File: src/hw/rtl/dlde_pkg.sv
// Shared types and constants of the draw list delta encoder.
`default_nettype none

package dlde_pkg;

  localparam int unsigned CoordW      = 6;
  localparam int unsigned ColourW     = 4;
  localparam int unsigned ByteW       = 8;
  localparam int unsigned TotalW      = 16;
  localparam int unsigned MaxBytes    = 7;
  localparam int unsigned CntW        = 3;
  localparam int unsigned MaxCoords   = 4;
  localparam int unsigned DefColumns  = 40;
  localparam int unsigned DefRows     = 48;

  localparam logic [ByteW-1:0] SetColorBase = 8'hC0;

  typedef enum logic [3:0] {
    KEnd   = 4'h0,
    KBox   = 4'h2,
    KHlin  = 4'h3,
    KVlin  = 4'h4,
    KPlot  = 4'h5,
    KHadd  = 4'h6,
    KHaddL = 4'h7,
    KHaddR = 4'h8,
    KBadd  = 4'h9,
    KBaddL = 4'hA,
    KBaddR = 4'hB,
    KVadd  = 4'hC
  } kind_e;

  typedef struct packed {
    logic [CoordW-1:0]  left_x;
    logic [CoordW-1:0]  top_y;
    logic [CoordW-1:0]  right_x;
    logic [CoordW-1:0]  bottom_y;
    logic [ColourW-1:0] colour;
    logic               frame_end;
  } item_t;

  typedef struct packed {
    logic [MaxBytes-1:0][ByteW-1:0] bytes;
    logic [CntW-1:0]                cnt;
    logic                           fin;
  } list_t;

endpackage

`default_nettype wire

File: src/hw/rtl/dlde_classify.sv
// Rectangle classifier with history registers that builds the byte list of one item.
`default_nettype none

module dlde_classify
  import dlde_pkg::*;
#(
  parameter int unsigned SCREEN_COLUMNS = DefColumns,
  parameter int unsigned SCREEN_ROWS    = DefRows
) (
  input  wire logic  clk_i,
  input  wire logic  rst_ni,
  input  wire item_t item_i,
  input  wire logic  load_i,
  output list_t      list_o
);

  logic [CoordW-1:0]  l, t, r, b;
  kind_e              kind;
  logic               tnext, bnext;
  logic [MaxCoords-1:0][CoordW-1:0] crd;
  logic [CntW-1:0]    ncoord;
  logic [CntW-1:0]    pos;

  kind_e              prev_kind_q, prev_kind_d;
  kind_e              last_op_q, last_op_d;
  logic [ColourW-1:0] act_q, act_d;
  logic [CoordW-1:0]  prev_l_q, prev_r_q, prev_t_q, prev_b_q;
  logic [CoordW-1:0]  prev_l_d, prev_r_d, prev_t_d, prev_b_d;

  function automatic logic [CoordW-1:0] clamp(input logic [CoordW-1:0] v,
                                              input int unsigned lim);
    logic [CoordW:0] lim_w;
    lim_w = (CoordW+1)'(lim);
    return ({1'b0, v} >= lim_w) ? CoordW'(lim - 1) : v;
  endfunction

  assign l = clamp(item_i.left_x, SCREEN_COLUMNS);
  assign r = clamp(item_i.right_x, SCREEN_COLUMNS);
  assign t = clamp(item_i.top_y, SCREEN_ROWS);
  assign b = clamp(item_i.bottom_y, SCREEN_ROWS);

  assign tnext = ({1'b0, prev_t_q} + 1'b1) == {1'b0, t};
  assign bnext = ({1'b0, prev_b_q} + 1'b1) == {1'b0, t};

  always_comb begin
    if (l == r && t == b) begin
      kind = KPlot;
    end else if (l == r) begin
      kind = KVlin;
    end else if (t == b) begin
      kind = KHlin;
    end else begin
      kind = KBox;
    end
    if (kind == KHlin) begin
      if ((prev_kind_q inside {KHlin, KHadd, KHaddL}) && tnext && prev_l_q == l) begin
        kind = KHaddL;
      end else if ((prev_kind_q inside {KHlin, KHadd, KHaddR}) && tnext &&
                   prev_r_q == r) begin
        kind = KHaddR;
      end else if ((prev_kind_q inside {KHlin, KHadd, KPlot}) && tnext) begin
        kind = KHadd;
      end
    end else if (kind == KVlin) begin
      if ((prev_kind_q inside {KVlin, KVadd}) &&
          ({1'b0, prev_l_q} + 1'b1) == {1'b0, l}) begin
        kind = KVadd;
      end
    end else if (kind == KBox) begin
      if ((prev_kind_q inside {KBox, KBadd, KBaddL}) && bnext && prev_l_q == l) begin
        kind = KBaddL;
      end else if ((prev_kind_q inside {KBox, KBadd, KBaddR}) && bnext &&
                   prev_r_q == r) begin
        kind = KBaddR;
      end else if ((prev_kind_q inside {KBox, KBadd}) && bnext) begin
        kind = KBadd;
      end
    end
  end

  always_comb begin
    crd    = '0;
    ncoord = '0;
    case (kind)
      KBox:   begin crd = {b, r, t, l};          ncoord = 3'd4; end
      KHlin:  begin crd = {6'd0, t, r, l};       ncoord = 3'd3; end
      KVlin:  begin crd = {6'd0, b, t, l};       ncoord = 3'd3; end
      KPlot:  begin crd = {12'd0, t, l};         ncoord = 3'd2; end
      KVadd:  begin crd = {12'd0, b, t};         ncoord = 3'd2; end
      KHadd:  begin crd = {12'd0, r, l};         ncoord = 3'd2; end
      KHaddL: begin crd = {18'd0, r};            ncoord = 3'd1; end
      KHaddR: begin crd = {18'd0, l};            ncoord = 3'd1; end
      KBadd:  begin crd = {6'd0, b, r, l};       ncoord = 3'd3; end
      KBaddL: begin crd = {12'd0, b, r};         ncoord = 3'd2; end
      default: begin crd = {12'd0, b, l};        ncoord = 3'd2; end
    endcase
  end

  always_comb begin
    list_o = '0;
    pos    = '0;
    if (item_i.colour != '0) begin
      if (act_q != item_i.colour) begin
        list_o.bytes[pos] = SetColorBase | {4'd0, item_i.colour};
        pos = pos + 1'b1;
      end
      if (last_op_q != kind) begin
        list_o.bytes[pos] = {4'd0, kind};
        pos = pos + 1'b1;
      end
      for (int i = 0; i < MaxCoords; i++) begin
        if (CntW'(i) < ncoord) begin
          list_o.bytes[pos] = {2'd0, crd[i]};
          pos = pos + 1'b1;
        end
      end
    end
    if (item_i.frame_end) begin
      list_o.bytes[pos] = {4'd0, KEnd};
      pos = pos + 1'b1;
    end
    list_o.cnt = pos;
    list_o.fin = item_i.frame_end;
  end

  always_comb begin
    prev_kind_d = prev_kind_q;
    last_op_d   = last_op_q;
    act_d       = act_q;
    prev_l_d    = prev_l_q;
    prev_r_d    = prev_r_q;
    prev_t_d    = prev_t_q;
    prev_b_d    = prev_b_q;
    if (load_i) begin
      if (item_i.frame_end) begin
        prev_kind_d = KEnd;
        last_op_d   = KEnd;
        act_d       = '0;
        prev_l_d    = '0;
        prev_r_d    = '0;
        prev_t_d    = '0;
        prev_b_d    = '0;
      end else begin
        prev_kind_d = kind;
        prev_l_d    = l;
        prev_r_d    = r;
        prev_t_d    = t;
        prev_b_d    = b;
        if (item_i.colour != '0) begin
          act_d     = item_i.colour;
          last_op_d = kind;
        end
      end
    end
  end

  always_ff @(posedge clk_i or negedge rst_ni) begin
    if (!rst_ni) begin
      prev_kind_q <= KEnd;
      last_op_q   <= KEnd;
      act_q       <= '0;
      prev_l_q    <= '0;
      prev_r_q    <= '0;
      prev_t_q    <= '0;
      prev_b_q    <= '0;
    end else begin
      prev_kind_q <= prev_kind_d;
      last_op_q   <= last_op_d;
      act_q       <= act_d;
      prev_l_q    <= prev_l_d;
      prev_r_q    <= prev_r_d;
      prev_t_q    <= prev_t_d;
      prev_b_q    <= prev_b_d;
    end
  end

endmodule

`default_nettype wire

File: src/hw/rtl/dlde_serial.sv
// Byte list shifter that sends one byte per cycle while out_stall_i is low and keeps the running byte total.
`default_nettype none

module dlde_serial
  import dlde_pkg::*;
(
  input  wire logic              clk_i,
  input  wire logic              rst_ni,
  input  wire list_t             list_i,
  input  wire logic              load_i,
  output logic                   load_ok_o,
  output logic                   out_valid_o,
  input  wire logic              out_stall_i,
  output logic [ByteW-1:0]       out_byte_o,
  output logic [TotalW-1:0]      running_total_o,
  output logic                   last_of_item_o,
  output logic                   frame_done_o
);

  logic [MaxBytes-1:0][ByteW-1:0] bytes_q, bytes_d;
  logic [CntW-1:0]                cnt_q, cnt_d;
  logic                           fin_q, fin_d;
  logic [TotalW-1:0]              total_q, total_d;
  logic [TotalW-1:0]              shown_q, shown_d;
  logic                           take;

  assign take        = (cnt_q != '0) && !out_stall_i;
  assign load_ok_o   = (cnt_q == '0) || (cnt_q == CntW'(1) && take);

  always_comb begin
    bytes_d = bytes_q;
    cnt_d   = cnt_q;
    fin_d   = fin_q;
    total_d = total_q;
    if (take) begin
      total_d = (cnt_q == CntW'(1) && fin_q) ? '0 : shown_q;
      bytes_d = bytes_q >> ByteW;
      cnt_d   = cnt_q - 1'b1;
    end
    if (load_i) begin
      bytes_d = list_i.bytes;
      cnt_d   = list_i.cnt;
      fin_d   = list_i.fin;
    end
    shown_d = (total_d == '1) ? total_d : total_d + 1'b1;
  end

  always_ff @(posedge clk_i or negedge rst_ni) begin
    if (!rst_ni) begin
      cnt_q   <= '0;
      fin_q   <= 1'b0;
      total_q <= '0;
      shown_q <= TotalW'(1);
    end else begin
      cnt_q   <= cnt_d;
      fin_q   <= fin_d;
      total_q <= total_d;
      shown_q <= shown_d;
    end
  end

  always_ff @(posedge clk_i) begin
    bytes_q <= bytes_d;
  end

  assign out_valid_o     = cnt_q != '0;
  assign out_byte_o      = bytes_q[0];
  assign running_total_o = shown_q;
  assign last_of_item_o  = cnt_q == CntW'(1);
  assign frame_done_o    = (cnt_q == CntW'(1)) && fin_q;

endmodule

`default_nettype wire

File: src/hw/rtl/draw_list_delta_encoder_top.sv
// Top level of the draw list delta encoder.
// The input channel takes one rectangle request per accepted cycle: left_x_i, top_y_i,
// right_x_i, bottom_y_i, colour_i and frame_end_i, with in_valid_i and in_stall_o.
// The output channel sends one byte of the encoded draw list per accepted cycle on
// out_byte_o, with running_total_o, last_of_item_o and frame_done_o beside it.
// A request is held in an input register, classified against the previous rectangle
// from there and loaded as a list of up to seven bytes into the output shifter.
// The first byte of a request appears once it has passed the input register and
// been loaded into the output shifter register. The output shifter sends one byte
// per cycle while out_stall_i is low, and a request that yields no byte sends none.
// The next request is loaded in the same cycle as the last byte of the previous one
// is taken, so a stream of requests that each yield bytes runs without gaps.
// When out_stall_i is high the current byte holds, and once the input register is
// also full in_stall_o rises.
// Reset clears the history, the running total and all valid flags; the end of a
// frame returns the history and the total to their reset values.
`default_nettype none

module draw_list_delta_encoder_top
  import dlde_pkg::*;
#(
  parameter int unsigned SCREEN_COLUMNS = DefColumns,
  parameter int unsigned SCREEN_ROWS    = DefRows
) (
  input  wire logic               clk_i,
  input  wire logic               rst_ni,
  input  wire logic               in_valid_i,
  output logic                    in_stall_o,
  input  wire logic [CoordW-1:0]  left_x_i,
  input  wire logic [CoordW-1:0]  top_y_i,
  input  wire logic [CoordW-1:0]  right_x_i,
  input  wire logic [CoordW-1:0]  bottom_y_i,
  input  wire logic [ColourW-1:0] colour_i,
  input  wire logic               frame_end_i,
  output logic                    out_valid_o,
  input  wire logic               out_stall_i,
  output logic [ByteW-1:0]        out_byte_o,
  output logic [TotalW-1:0]       running_total_o,
  output logic                    last_of_item_o,
  output logic                    frame_done_o
);

  item_t item_q;
  logic  in_valid_q, in_valid_d;
  logic  load_ok, load;
  list_t list;

  assign load       = in_valid_q && load_ok;
  assign in_stall_o = in_valid_q && !load_ok;

  always_comb begin
    in_valid_d = in_valid_q;
    if (load) begin
      in_valid_d = 1'b0;
    end
    if (in_valid_i && !in_stall_o) begin
      in_valid_d = 1'b1;
    end
  end

  always_ff @(posedge clk_i or negedge rst_ni) begin
    if (!rst_ni) begin
      in_valid_q <= 1'b0;
    end else begin
      in_valid_q <= in_valid_d;
    end
  end

  always_ff @(posedge clk_i) begin
    if (in_valid_i && !in_stall_o) begin
      item_q <= '{left_x: left_x_i, top_y: top_y_i, right_x: right_x_i,
                  bottom_y: bottom_y_i, colour: colour_i, frame_end: frame_end_i};
    end
  end

  dlde_classify #(
    .SCREEN_COLUMNS(SCREEN_COLUMNS),
    .SCREEN_ROWS   (SCREEN_ROWS)
  ) u_classify (
    .clk_i (clk_i),
    .rst_ni(rst_ni),
    .item_i(item_q),
    .load_i(load),
    .list_o(list)
  );

  dlde_serial u_serial (
    .clk_i          (clk_i),
    .rst_ni         (rst_ni),
    .list_i         (list),
    .load_i         (load),
    .load_ok_o      (load_ok),
    .out_valid_o    (out_valid_o),
    .out_stall_i    (out_stall_i),
    .out_byte_o     (out_byte_o),
    .running_total_o(running_total_o),
    .last_of_item_o (last_of_item_o),
    .frame_done_o   (frame_done_o)
  );

endmodule

`default_nettype wire

File: config.mk
export PLATFORM = sky130hd
export DESIGN_NAME = draw_list_delta_encoder_top
export DESIGN_NICKNAME = d
export VERILOG_FILES = /design/src/hw/rtl/dlde_pkg.sv /design/src/hw/rtl/dlde_classify.sv /design/src/hw/rtl/dlde_serial.sv /design/src/hw/rtl/draw_list_delta_encoder_top.sv
export SDC_FILE = /design/constraint.sdc
export NUM_CORES = 1
export LEC_CHECK = 0
export ABC_CLOCK_PERIOD_IN_PS = 11650
export BUFFER_PORTS_ARGS = -buffer_cell sky130_fd_sc_hd__buf_2
export CAP_MARGIN = 10
export CORE_AREA = 2 2 135 137
export DETAILED_ROUTE_END_ITERATION = 16
export DIE_AREA = 0 0 137 139
export GPL_ROUTABILITY_DRIVEN = 0
export GPL_TIMING_DRIVEN = 0
export PLACE_DENSITY = 0.72
export RECOVER_POWER = 100
export SLEW_MARGIN = 20
export SYNTH_ARGS = -nofsm -noshare
export SYNTH_HDL_FRONTEND = slang
export SYNTH_SLANG_ARGS = --single-unit
File: constraint.sdc
create_clock -name clk_i -period 11.65 [get_ports clk_i]
set_clock_uncertainty 0.05 [all_clocks]
set_input_delay 1.7475 -clock clk_i [delete_from_list [all_inputs] [get_ports clk_i]]
set_output_delay 1.7475 -clock clk_i [all_outputs]
set_load 0.05 [all_outputs]
# After elaboration in Yosys (flattened, before gate mapping)
# Cells that the tools add are included.
[totals]
ff_bits = 158
output_inout_bits = 28
input_bits = 33
word_cells = 217
[op_classes]
n_reduce_logical = 44
n_eq_ne = 35
muxes = 80
order_cmp = 20
bitwise_logic = 2
add_sub_neg = 11
[op_table]
columns = ["cell", "count"]
rows = [
  ["$mux W56", 13],
  ["$bwmux W56", 5],
  ["$pmux W24 S10", 1],
  ["$demux W8 S3", 6],
  ["$mux W4", 17],
  ["$mux W8", 8],
  ["$and A56 B56 Y56", 1],
  ["$not A56 Y56", 1],
  ["$mux W16", 3],
  ["$mux W6", 8],
  ["$mux W3", 14],
  ["$eq A4 B3 Y1 const B", 9],
  ["$eq A4 B4 Y1 const B", 9],
  ["$eq A4 B2 Y1 const B", 6],
  ["$eq A6 B6 Y1", 4],
  ["$ge A6 B6 Y1 const B", 4],
  ["$logic_and A1 B1 Y1", 24],
  ["$lt A3 B4 Y1 const B", 6],
  ["$add A6 B1 Y7 const B", 3],
  ["$eq A7 B6 Y1", 3],
  ["$add A3 B1 Y3 const B", 6],
  ["$ge A3 B1 Y1 const B", 6],
  ["$reduce_bool A3 Y1", 6],
  ["$add A16 B1 Y16 const B", 1],
  ["other kinds (16)", 28],
]

# Depth between registers and ports, before layout
# Gate-level depths: netlist of run 1.
[logic_depth]
word_depth = 35
mapped_depth = 31
mapped_depth_nobuf = 28

# Cells and area by module
# A second synthesis of run 1 with hierarchy kept.
[hier_totals]
cells_unflattened = 1191
hier_area_um2 = 11109.4
[by_module_without_submodules]
columns = ["mod", "area_each_um2", "cells_each", "n_inst", "seq_area_each_um2"]
rows = [
  ["dlde_classify", 6047.0, 856, 1, 900.9],
  ["dlde_serial", 4127.7, 300, 1, 2583.7],
  ["draw_list_delta_encoder_top", 934.6, 35, 1, 895.9],
]

# Worst setup path after synthesis of run 1
# OpenSTA, ideal clock, no wires.
[synth_timing]
path_type = "reg2reg"
from = "register item_q[21] (netlist name)"
to = "register u_serial.bytes_q[40] (netlist name), data pin"
t_required_ns = 11.324
synth_period_minus_slack_ns = 6.423
setup_ns = 0.276
t_arrival_ns = 6.097
n_path_buf = 1
stages_incl_launch_ff = 26
setup_slack_ns = 5.227
path_cell_list = "edfxtp_1 -> buf_2 -> a21oi_1 -> xor3_1 -> a31oi_1 -> nand4_1 -> nor4_1 -> a21boi_1 -> xnor2_1 -> nand4_1 -> inv_1 -> fa_1 -> clkinv_1 -> ha_1 -> inv_1 -> mux2i_1 -> ha_1 -> inv_1 -> o21ai_0 -> ha_1 -> nand2_1 -> o311ai_1 -> nand2_1 -> inv_1 -> o31ai_1 -> o21ai_0"
[synth_rtl]
columns = ["item", "line", "rtl"]
rows = [
  ["from (decl)", "draw_list_delta_encoder_top.sv:43", "item_t item_q;"],
  ["from (signal assigned)", "draw_list_delta_encoder_top.sv:71", "item_q <= '{left_x: left_x_i, top_y: top_y_i, right_x: right_x_i,"],
  ["to (signal assigned)", "dlde_serial.sv:63", "bytes_q <= bytes_d;"],
  ["to (decl)", "dlde_serial.sv:20", "logic [MaxBytes-1:0][ByteW-1:0] bytes_q, bytes_d;"],
]

==> impl_metrics.ini, run 1 <==
[die]
die_area_sq_um = 19040
start_util_pct = 53.47
pin_count = 61
core_area_sq_um = 17660
die_x_um = 137
die_h_um = 139
row_count = 49

[logic_synthesis]
synth-seq-cells = 145
synthDistinctLibCells = 83
synth_edf_count = 72
syn_area_sq_um = 9440
ys_async_sr_fraction_pct = 50.34
ys_warn_count = 0
ys_seq_area_share_pct = 42.27
syn_inst = 1004
ys.flop_type = edfxtp_1
syn-num-nets = 1052
postSynthAreaPerCell_sq_um = 9.403

[detailed_routing]
routed_wl_um = 27880
post-route-drc-count = 0
viasPerCell = 6.429
drt-initial-drc-count = 951
detail_route.wl_per_cell_um = 20.85
dr.pass1.iters = 8
ant_nets = 0
via_count = 8596

[cts]
hold_buffers = 0
cts-resized-gates = 0
htreeDepth = 4
numCtsBuffers = 17
clk_pin_slew_ns = 0.07
root_buffer = clkbuf_16
clock_sinks = 145
clkLatencyLatePin_ns = 0.44
cts_tree = built
cts_buffer_depth = 2
post_cts_buffers = 0

[layout]
final_cell_mix = nand2_1 (120), dfrtp_1 (72), edfxtp_1 (72)
antennaDiodeCount = 0
fin_nets = 1143
fill_cells = 1571
drive_gt1_share_pct = 10.02
final_common_cell = nand2_1
syn_to_final_growth_pct = 12.76

[global_routing]
grt.total_usage_pct = 30.10
antenna_found_initial = 0
grt_pass1_wl_um = 44160
grt_max_degree = 57
first_global_vias = 8249
overflow = 0

[critical_path]
cp-end-kind = flop
timing.rr.start = item_q[9]$_DFFE_PP_
start_kind = flop
cp_max_fo = 10
worstReg2RegEnd = u_serial.bytes_q[18]$_DFFE_PP_
crit_required_ns = 11.72
worst-setup-path-type = flop to flop
rrSetupSlack_ns = 2.40
reg2reg_depth = 25
crit_arrival_ns = 9.32

[power]
power_leakage_uw = 0.004360
pwr_density_cell_nw_per_um2 = 362.0
ir_worst_vdd_uv = 227.7

[sta]
finalSetupTns_ns = 0
setup_viol = 0
period_share_pct = 79.37
tightest_slew_ns = 3.125
period_minus_slack_ns = 9.246
max_slew_margin_pct = -108.3
fmax_ghz = 0.1082
setup_ws_ns = 2.404
hold_viol = 0
drv_slew = 121
grt_setup_unrepaired = no

[run_status]
outcome = complete, but fails checks
violations = max-capacitance violations, max-slew violations

[place]
dp_slack_ns = 3.607
dp_hpwl_um = 20220
portBuffers = 60

[worst_hold_path]
hold_start = u_classify.prev_r_q[2]$_DFFE_PN0P_
hold_path_end = u_classify.prev_r_q[2]$_DFFE_PN0P_
worstHoldPathCells = 2
hold_path_class = flop to flop

[run]
max-cap-violations = 3
report_power, final:
part | leakage [uW] | switching, uW | internal (uW)
logic | 0.00239 | 1560 | 832
clock network | 0.000306 | 255 | 316
registers | 0.00167 | 107 | 784
cell usage after synthesis (20+ instances only):
master | count | area, sq um
a21oi_1 | 36 | 180.2
a22o_1 | 27 | 236.5
clkbuf_1 | 29 | 108.9
dfrtp_1 | 72 | 1802
edfxtp_1 | 72 | 2162
inv_1 | 36 | 135.1
nand2_1 | 120 | 450.4
nand2b_1 | 20 | 125.1
nand3_1 | 25 | 125.1
nor2_1 | 64 | 240.2
nor3_1 | 23 | 115.1
o21ai_0 | 46 | 230.2
o22ai_1 | 37 | 231.5
o31ai_1 | 37 | 277.8
xnor2_1 | 38 | 332.8
xor2_1 | 22 | 192.7
registers in the layout, summed over array words and instances (netlist names):
| register | flops |
|---|---|
| u_serial.fin_q | 1 |
| u_classify.prev_r_q | 6 |
| u_serial.bytes_q | 36 |
| u_classify.prev_kind_q | 4 |
| in_valid_q | 1 |
| u_classify.last_op_q | 4 |
| u_classify.prev_l_q | 6 |
| u_classify.act_q | 4 |
| u_classify.prev_b_q | 6 |
| u_serial.cnt_q | 3 |
| u_serial.out_byte_o | 7 |
| u_serial.running_total_o | 16 |
| u_serial.total_q | 16 |
| item_q | 29 |
| u_classify.prev_t_q | 6 |
metal layers:
| layer | GRT usage (%) | part of all wire [%] | routed length [um] |
|---|---|---|---|
| met5 | 0 | 0 | 0 |
| met4 | 13.73 | 4.3 | 1198 |
| met3 | 11.66 | 11 | 3156 |
| met2 | 43.00 | 43 | 12030 |
| met1 | 40.22 | 41 | 11490 |
metrics by stage:
stage | util [%] | total power (uW) | cell area (sq um) | cells | hold WS [ns]
after floorplan | - | 2683 | 9440 | 1004 | 0.4080
after global placement | 56.79 | 3208 | 10030 | 1293 | 0.4266
after detailed placement | 57.47 | 3271 | 10150 | 1305 | 0.4393
after CTS | 60.95 | 3853 | 10760 | 1337 | 0.4508
after global routing | 60.29 | 4134 | 10650 | 1337 | 0.4788
final | 60.29 | 3853 | 10650 | 1337 | 0.4511
critical path: stages, from the launching register on:
cell       delay, ns
edfxtp_1        0.36
clkbuf_1        0.22
a21oi_1         0.79
xnor2_1         0.23
o2111ai_1       0.24
a2111oi_0       1.00
clkbuf_1        0.41
a31oi_1         0.19
a21boi_0        0.33
xnor2_1         0.28
nand4_1         0.23
inv_1           0.12
fa_1            0.64
clkinv_1        0.27
ha_1            0.40
inv_1           0.06
mux2i_1         0.35
ha_1            0.33
inv_1           0.11
o21ai_0         0.13
ha_1            0.30
nand2_1         0.05
o311ai_0        0.17
nand2_1         0.27
o311ai_0        1.09
o21ai_0         0.28
worst max path at each step:
stage	slack, ns	endpoint	startpoint
3_3_place_gp	3.61	u_serial.bytes_q[41]$_DFFE_PP_	item_q[21]$_DFFE_PP_
3_5_place_dp	3.61	u_serial.bytes_q[40]$_DFFE_PP_	item_q[21]$_DFFE_PP_
4_1_cts	3.57	u_serial.bytes_q[40]$_DFFE_PP_	item_q[21]$_DFFE_PP_
5_1_grt	1.95	u_serial.bytes_q[18]$_DFFE_PP_	item_q[9]$_DFFE_PP_
6_report	2.40	u_serial.bytes_q[18]$_DFFE_PP_	item_q[9]$_DFFE_PP_
2_1_floorplan	5.23	u_serial.bytes_q[40]$_DFFE_PP_	item_q[21]$_DFFE_PP_
final cells by class:
type,instances,area [sq um],share of cell area (%)
well taps,229,286.5,2.692
flip-flops and latches,145,3990,37.48
clock inverters,12,125.1,1.175
multi-input cells,765,5019,47.14
inverters,37,138.9,1.305
plain buffers,57,260.3,2.445
clock buffers,20,489.2,4.596
repair buffers,72,336.6,3.162
kinds of logic after synthesis:
kind of cell             count (synthesis)  synth area share, %
other                                    1              0.03972
XOR/XNOR                                66                6.892
flip-flops                             145                42.27
AND/OR/NAND/NOR                        347                18.20
multiplexers                            22                2.399
adder cells (fa/ha/maj)                 15                2.068
AO/OA/AOI/OAI                          314                23.88
buffers and inverters                   94                4.254
(Power assumes the default switching activity.)
==> inputs of run 2 (changes only) <==
--- a/config.mk
+++ b/config.mk
@@ -5,12 +5,13 @@
 export SDC_FILE = /design/constraint.sdc
 export NUM_CORES = 1
 export LEC_CHECK = 0
-export ABC_CLOCK_PERIOD_IN_PS = 11650
+export ABC_AREA = 1
+export ABC_CLOCK_PERIOD_IN_PS = 9600
 export BUFFER_PORTS_ARGS = -buffer_cell sky130_fd_sc_hd__buf_2
 export CAP_MARGIN = 10
-export CORE_AREA = 2 2 135 137
+export CORE_AREA = 2 2 140 142
 export DETAILED_ROUTE_END_ITERATION = 16
-export DIE_AREA = 0 0 137 139
+export DIE_AREA = 0 0 142 144
 export GPL_ROUTABILITY_DRIVEN = 0
 export GPL_TIMING_DRIVEN = 0
 export PLACE_DENSITY = 0.72
==> constraint.sdc (replaced) <==
create_clock -name clk_i -period 9.6 [get_ports clk_i]
set_clock_uncertainty 0.05 [all_clocks]
set_input_delay 1.44 -clock clk_i [delete_from_list [all_inputs] [get_ports clk_i]]
set_output_delay 1.44 -clock clk_i [all_outputs]
set_load 0.05 [all_outputs]
==> run 2 against run 1 <==
Effect of this change: the run still ends with max-capacitance violations, max-slew violations left; global-route usage shrank 0.51 points; sequential share of layout area shrank 2.2 points; critical path type unchanged; die area grew 7.4%; clock-buffer cell count shrank 3; non-clock buffer count shrank 32; worst setup slack lost 0.64 ns; critical path depth grew 11; routed wire length grew 5.4%; sequential cell count is the same; highest routed layer unchanged.
==> impl_metrics.ini, run 2 <==
[run_status]
outcome = complete, but fails checks
violations = max-capacitance violations, max-slew violations

[global_routing]
grt_max_degree = 55
grt_pass1_wl_um = 47200
first_global_vias = 9164
overflow = 0
antenna_found_initial = 0
grt.total_usage_pct = 29.59

[layout]
antennaDiodeCount = 0
largest-register = u_serial.bytes_q
final_cell_mix = nand2_1 (489), inv_1 (167), nand3_1 (166)
fin_nets = 1576
drive_gt1_share_pct = 9.929
top_regs = u_serial.bytes_q x36, item_q x29
fill_cells = 1771
largest_reg_flops = 36
final_common_cell = nand2_1
syn_to_final_growth_pct = 11.03

[detailed_routing]
detail_route.wl_per_cell_um = 16.52
dr.pass1.iters = 6
routed_wl_um = 29390
post-route-drc-count = 0
ant_nets = 0
via_count = 9988
viasPerCell = 5.614
drt-initial-drc-count = 1003

[cts]
root_buffer = clkbuf_16
htreeDepth = 4
hold_buffers = 0
cts_tree = built
clock_sinks = 145
cts-resized-gates = 0
numCtsBuffers = 17
clk_pin_slew_ns = 0.07
cts_buffer_depth = 2
clkLatencyLatePin_ns = 0.44
post_cts_buffers = 0

[logic_synthesis]
yosys.area_share.adder_pct = 1.916
yosys-top-cells-count = nand2_1 (485), nand3_1 (164), inv_1 (163)
syn_area_sq_um = 10190
yosysMostFrequentCell = nand2_1
synth-xor-area-share_pct = 2.923
ys.flop_type = edfxtp_1
yosys.area.top_type = edfxtp_1
ys_warn_count = 0
synth_top_family_by_area = simple AND/OR/NAND/NOR gates
synth.mux.area_fraction_pct = 0.09826
ys_async_sr_fraction_pct = 50.34
synthSimpleGateAreaFrac_pct = 37.52
syn-num-nets = 1495
synth_area_leaders = edfxtp_1 (21%), nand2_1 (18%), dfrtp_1 (18%), nand3_1 (8.1%), inv_1 (6.0%)
postSynthAreaPerCell_sq_um = 7.040
syn_inst = 1447
ys_seq_area_share_pct = 39.17
synth_edf_count = 72
synthDistinctLibCells = 49
synth.top_cell.area_share_pct = 21.22
synth-compound-area-share_pct = 9.457
synth-seq-cells = 145

[run]
max-cap-violations = 2

[sta]
setup_viol = 0
period_share_pct = 81.59
tightest_slew_ns = 2.948
finalSetupTns_ns = 0
drv_slew = 94
fmax_ghz = 0.1277
grt_setup_unrepaired = no
period_minus_slack_ns = 7.832
hold_viol = 0
max_slew_margin_pct = -96.50

[die]
pin_count = 61
die_area_sq_um = 20450
die_x_um = 142
start_util_pct = 53.39
core_area_sq_um = 19080
row_count = 51
die_h_um = 144

[place]
dp_hpwl_um = 22060
portBuffers = 60

[critical_path]
start_kind = flop
cp_common_cell = nand2_1
cp-end-kind = flop
cp_slowest_cell = o21ai_0
critPathTopFamily = simple AND/OR/NAND/NOR gates
crit_buf_inv = 10
crit_arrival_ns = 7.96
crit_required_ns = 9.73
max_stage_delay_ns = 0.92
cp_max_fo = 10
worst-setup-path-type = flop to flop

[worst_hold_path]
hold_path_class = flop to flop
==> run 2: cell type report <==
type / count / area [sq um] / share of cell area [%]
well taps: 238 / 297.8 / 2.633
plain buffers: 35 / 193.9 / 1.715
multi-input cells: 1078 / 5265 / 46.55
flip-flops and latches: 145 / 3990 / 35.28
repair buffers: 62 / 270.3 / 2.389
clock buffers: 17 / 425.4 / 3.761
clock inverters: 15 / 158.9 / 1.405
inverters: 189 / 709.4 / 6.272
==> run 2: worst min-delay path, cell delays in order (launching register included) <==
cell	delay [ns]
dfrtp_1	0.36
nand2_1	0.05
o21ai_0	0.07
==> run 2: worst paths after layout <==
kind	start	endpoint	slack, ns	cells past startpoint
setup reg to reg	item_q[14]$_DFFE_PP_	u_serial.bytes_q[35]$_DFFE_PP_	1.77	36
hold / removal	u_classify.prev_r_q[5]$_DFFE_PN0P_	u_classify.prev_r_q[5]$_DFFE_PN0P_	0.46	2
min in group asynchronous	rst_ni	u_classify.prev_l_q[5]$_DFFE_PN0P_	1.15	1
setup / recovery	item_q[14]$_DFFE_PP_	u_serial.bytes_q[35]$_DFFE_PP_	1.77	36
max in group asynchronous	rst_ni	u_serial.total_q[15]$_DFF_PN0_	5.00	2
hold reg to reg	u_classify.prev_r_q[5]$_DFFE_PN0P_	u_classify.prev_r_q[5]$_DFFE_PN0P_	0.46	2
==> run 2: cells by family after synthesis <==
logic type / after synthesis
xor+xnor: 34
other cells: 1
simple gates: 870
flops: 145
mux: 1
buf+inv: 224
fa+ha+maj: 15
compound gates: 157
==> run 2: metrics by stage <==
| step | hold slack (ns) | utilization [%] | instances | cell area (sq um) | setup WS, ns |
|---|---|---|---|---|---|
| finish | 0.4636 | 59.28 | 1779 | 11310 | 1.768 |
| global route | 0.4928 | 59.28 | 1779 | 11310 | 1.109 |
| CTS | 0.4619 | 59.85 | 1779 | 11420 | 2.867 |
| detailed placement | 0.4461 | 56.79 | 1747 | 10840 | 2.900 |
| global placement | 0.4418 | 56.53 | 1745 | 10790 | 2.923 |
| floorplan | 0.4219 | - | 1447 | 10190 | 3.843 |
==> run 2: per-layer routing <==
| metal | track usage [%] | share of wire, % |
|---|---|---|
| met1 | 41.56 | 45 |
| met2 | 46.73 | 45 |
| met3 | 4.570 | 8.0 |
| met4 | 10.63 | 2.8 |
| met5 | 0 | 0 |
Power of run 2 is left out: the tool's default activity adds up to more than one toggle a clock period on the data nets, which glitch-free logic cannot reach.
==> inputs of run 3 (changes only) <==
--- a/config.mk
+++ b/config.mk
@@ -6,7 +6,7 @@
 export NUM_CORES = 1
 export LEC_CHECK = 0
 export ABC_AREA = 1
-export ABC_CLOCK_PERIOD_IN_PS = 9600
+export ABC_CLOCK_PERIOD_IN_PS = 6650
 export BUFFER_PORTS_ARGS = -buffer_cell sky130_fd_sc_hd__buf_2
 export CAP_MARGIN = 10
 export CORE_AREA = 2 2 140 142
@@ -14,7 +14,7 @@
 export DIE_AREA = 0 0 142 144
 export GPL_ROUTABILITY_DRIVEN = 0
 export GPL_TIMING_DRIVEN = 0
-export PLACE_DENSITY = 0.72
+export PLACE_DENSITY = 0.75
 export RECOVER_POWER = 100
 export SLEW_MARGIN = 20
 export SYNTH_ARGS = -nofsm -noshare
==> constraint.sdc (replaced) <==
create_clock -name clk_i -period 6.65 [get_ports clk_i]
set_clock_uncertainty 0.05 [all_clocks]
set_input_delay 0.9975 -clock clk_i [delete_from_list [all_inputs] [get_ports clk_i]]
set_output_delay 0.9975 -clock clk_i [all_outputs]
set_load 0.05 [all_outputs]
==> run 3 against run 2 <==
Effect of this change: the run still ends with max-capacitance violations, max-slew violations left; sequential share of layout area fell by 0.20 points; first-iteration DRC count rose by 2.6%; sequential cell count stayed put; via count is 2.0% higher; cell count increased by 0.11%; clock-buffer cell count increased by 1; hold slack gained 0.0056 ns; die area did not move; critical path depth grew 1; routed wire length fell by 0.42%; worst setup slack got worse by 1.3 ns; non-clock buffer count is 2 higher.
==> impl_metrics.ini, run 3 (synthesis gave the netlist of run 2 again) <==
[detailed_routing]
drt-initial-drc-count = 1029
dr.pass1.iters = 6
routed_wl_um = 29270
ant_nets = 0
post-route-drc-count = 0
viasPerCell = 5.719
via_count = 10190
detail_route.wl_per_cell_um = 16.43

[sta]
period_share_pct = 92.91
finalSetupTns_ns = 0
max_slew_margin_pct = -96.79
setup_viol = 0
hold_viol = 0
holdWs_ns = 0.4692
drv_slew = 95
fmax_ghz = 0.1618
tightest_slew_ns = 2.952
period_minus_slack_ns = 6.179
grt_setup_unrepaired = no

[cts]
hold_buffers = 0
cts_tree = built
clock_sinks = 145
clk_pin_slew_ns = 0.07
numCtsBuffers = 17
htreeDepth = 4
clkLatencyLatePin_ns = 0.44
cts_buffer_depth = 2
root_buffer = clkbuf_16

[die]
core_area_sq_um = 19080
pin_count = 61
die_area_sq_um = 20450
die_x_um = 142
die_h_um = 144
row_count = 51
start_util_pct = 53.39

[critical_path]
start_kind = flop
crit_required_ns = 6.77
cp-end-kind = flop
rrSetupSlack_ns = 0.47
worst-setup-path-type = flop to flop
cp_max_fo = 10
critPathTopFamily = simple AND/OR/NAND/NOR gates
crit_buf_inv = 12
cp_slowest_cell = fa_1
crit_arrival_ns = 6.30
max_stage_delay_ns = 0.65

[layout]
top_regs = u_serial.bytes_q x36, item_q x29
drive_gt1_share_pct = 10.82
postLayoutCellArea_sq_um = 11370
largest-register = u_serial.bytes_q
final_common_cell = nand2_1
antennaDiodeCount = 0
fill_cells = 1765
fin_nets = 1578
largest_reg_flops = 36
syn_to_final_growth_pct = 11.66
final_cell_mix = nand2_1 (484), inv_1 (166), nand3_1 (164)

[global_routing]
overflow = 0
grt.total_usage_pct = 29.51
antenna_found_initial = 0
grt_pass1_wl_um = 46950
grt_max_degree = 56
first_global_vias = 9329

[place]
placed_area_sq_um = 10840
dp_hpwl_um = 21970
portBuffers = 60

[run]
max-cap-violations = 2

[run_status]
violations = max-capacitance violations, max-slew violations
outcome = complete, but fails checks

[worst_hold_path]
hold_path_class = flop to flop
run 3: cell count changes in the layout (fill, tap and decap cells not counted), moves of 2 or more:
cell	previous run	this run
nand3_2	4	6
nand2_2	18	23
clkinv_4	0	3
buf_4	13	15
o21ai_0	38	36
nand2_1	489	484
nand3_1	166	164
inv_8	8	4
run 3: path summary, 6_finish.rpt:
path | startpoint | endpoint | cells past startpoint
setup / recovery | item_q[16]$_DFFE_PP_ | u_serial.bytes_q[35]$_DFFE_PP_ | 37
hold / removal | u_serial.bytes_q[9]$_DFFE_PP_ | u_serial.out_byte_o[1]$_DFFE_PP_ | 2
setup reg to reg | item_q[16]$_DFFE_PP_ | u_serial.bytes_q[35]$_DFFE_PP_ | 37
hold reg to reg | u_serial.bytes_q[9]$_DFFE_PP_ | u_serial.out_byte_o[1]$_DFFE_PP_ | 2
max in group asynchronous | rst_ni | u_serial.cnt_q[2]$_DFFE_PN0P_ | 2
min in group asynchronous | rst_ni | u_classify.prev_l_q[5]$_DFFE_PN0P_ | 1
run 3: timing repair:
action / CTS / global route
setup endpoints to repair: 1 / 45
resized for setup: 1 / 2
setup buffers: 0 / 2
pin swaps: 0 / 1
run 3: worst reg2reg max path, delay by kind of cell, from the launching register on:
kind            cells  cell delay (ns)
fa+ha+maj           4             1.47
flops               1             0.33
compound gates      3             0.35
buf+inv            12             1.30
simple gates       18             2.43
run 3: final cells by class:
class	count	area, sq um	area share, %
multi-input combinational	1078	5305	46.64
sequential	145	3990	35.08
inverter	189	713.2	6.270
clock buffer	18	450.4	3.960
tap	238	297.8	2.618
timing repair buffer	64	286.5	2.519
buffer	35	193.9	1.705
clock inverter	14	137.6	1.210
run 3: through the flow:
stage | worst slack (ns) | util [%] | cells
after floorplan | 0.8926 | - | 1447
after global placement | 0.02877 | 56.53 | 1745
after detailed placement | -0.007902 | 56.79 | 1747
after CTS | 0.07185 | 59.91 | 1779
after global routing | 0.03210 | 59.62 | 1781
final | 0.4713 | 59.62 | 1781
run 3: routing by layer:
layer / up-vias / GRT usage [%] / part of all wire, %
met4: 0 / 12.00 / 3.3
met5: - / 0 / 0
met2: 563 / 46.86 / 45
met1: 4626 / 39.73 / 42
li1: 4908 / - / -
met3: 88 / 5.993 / 9.5
Power of run 3 is left out for the same reason.
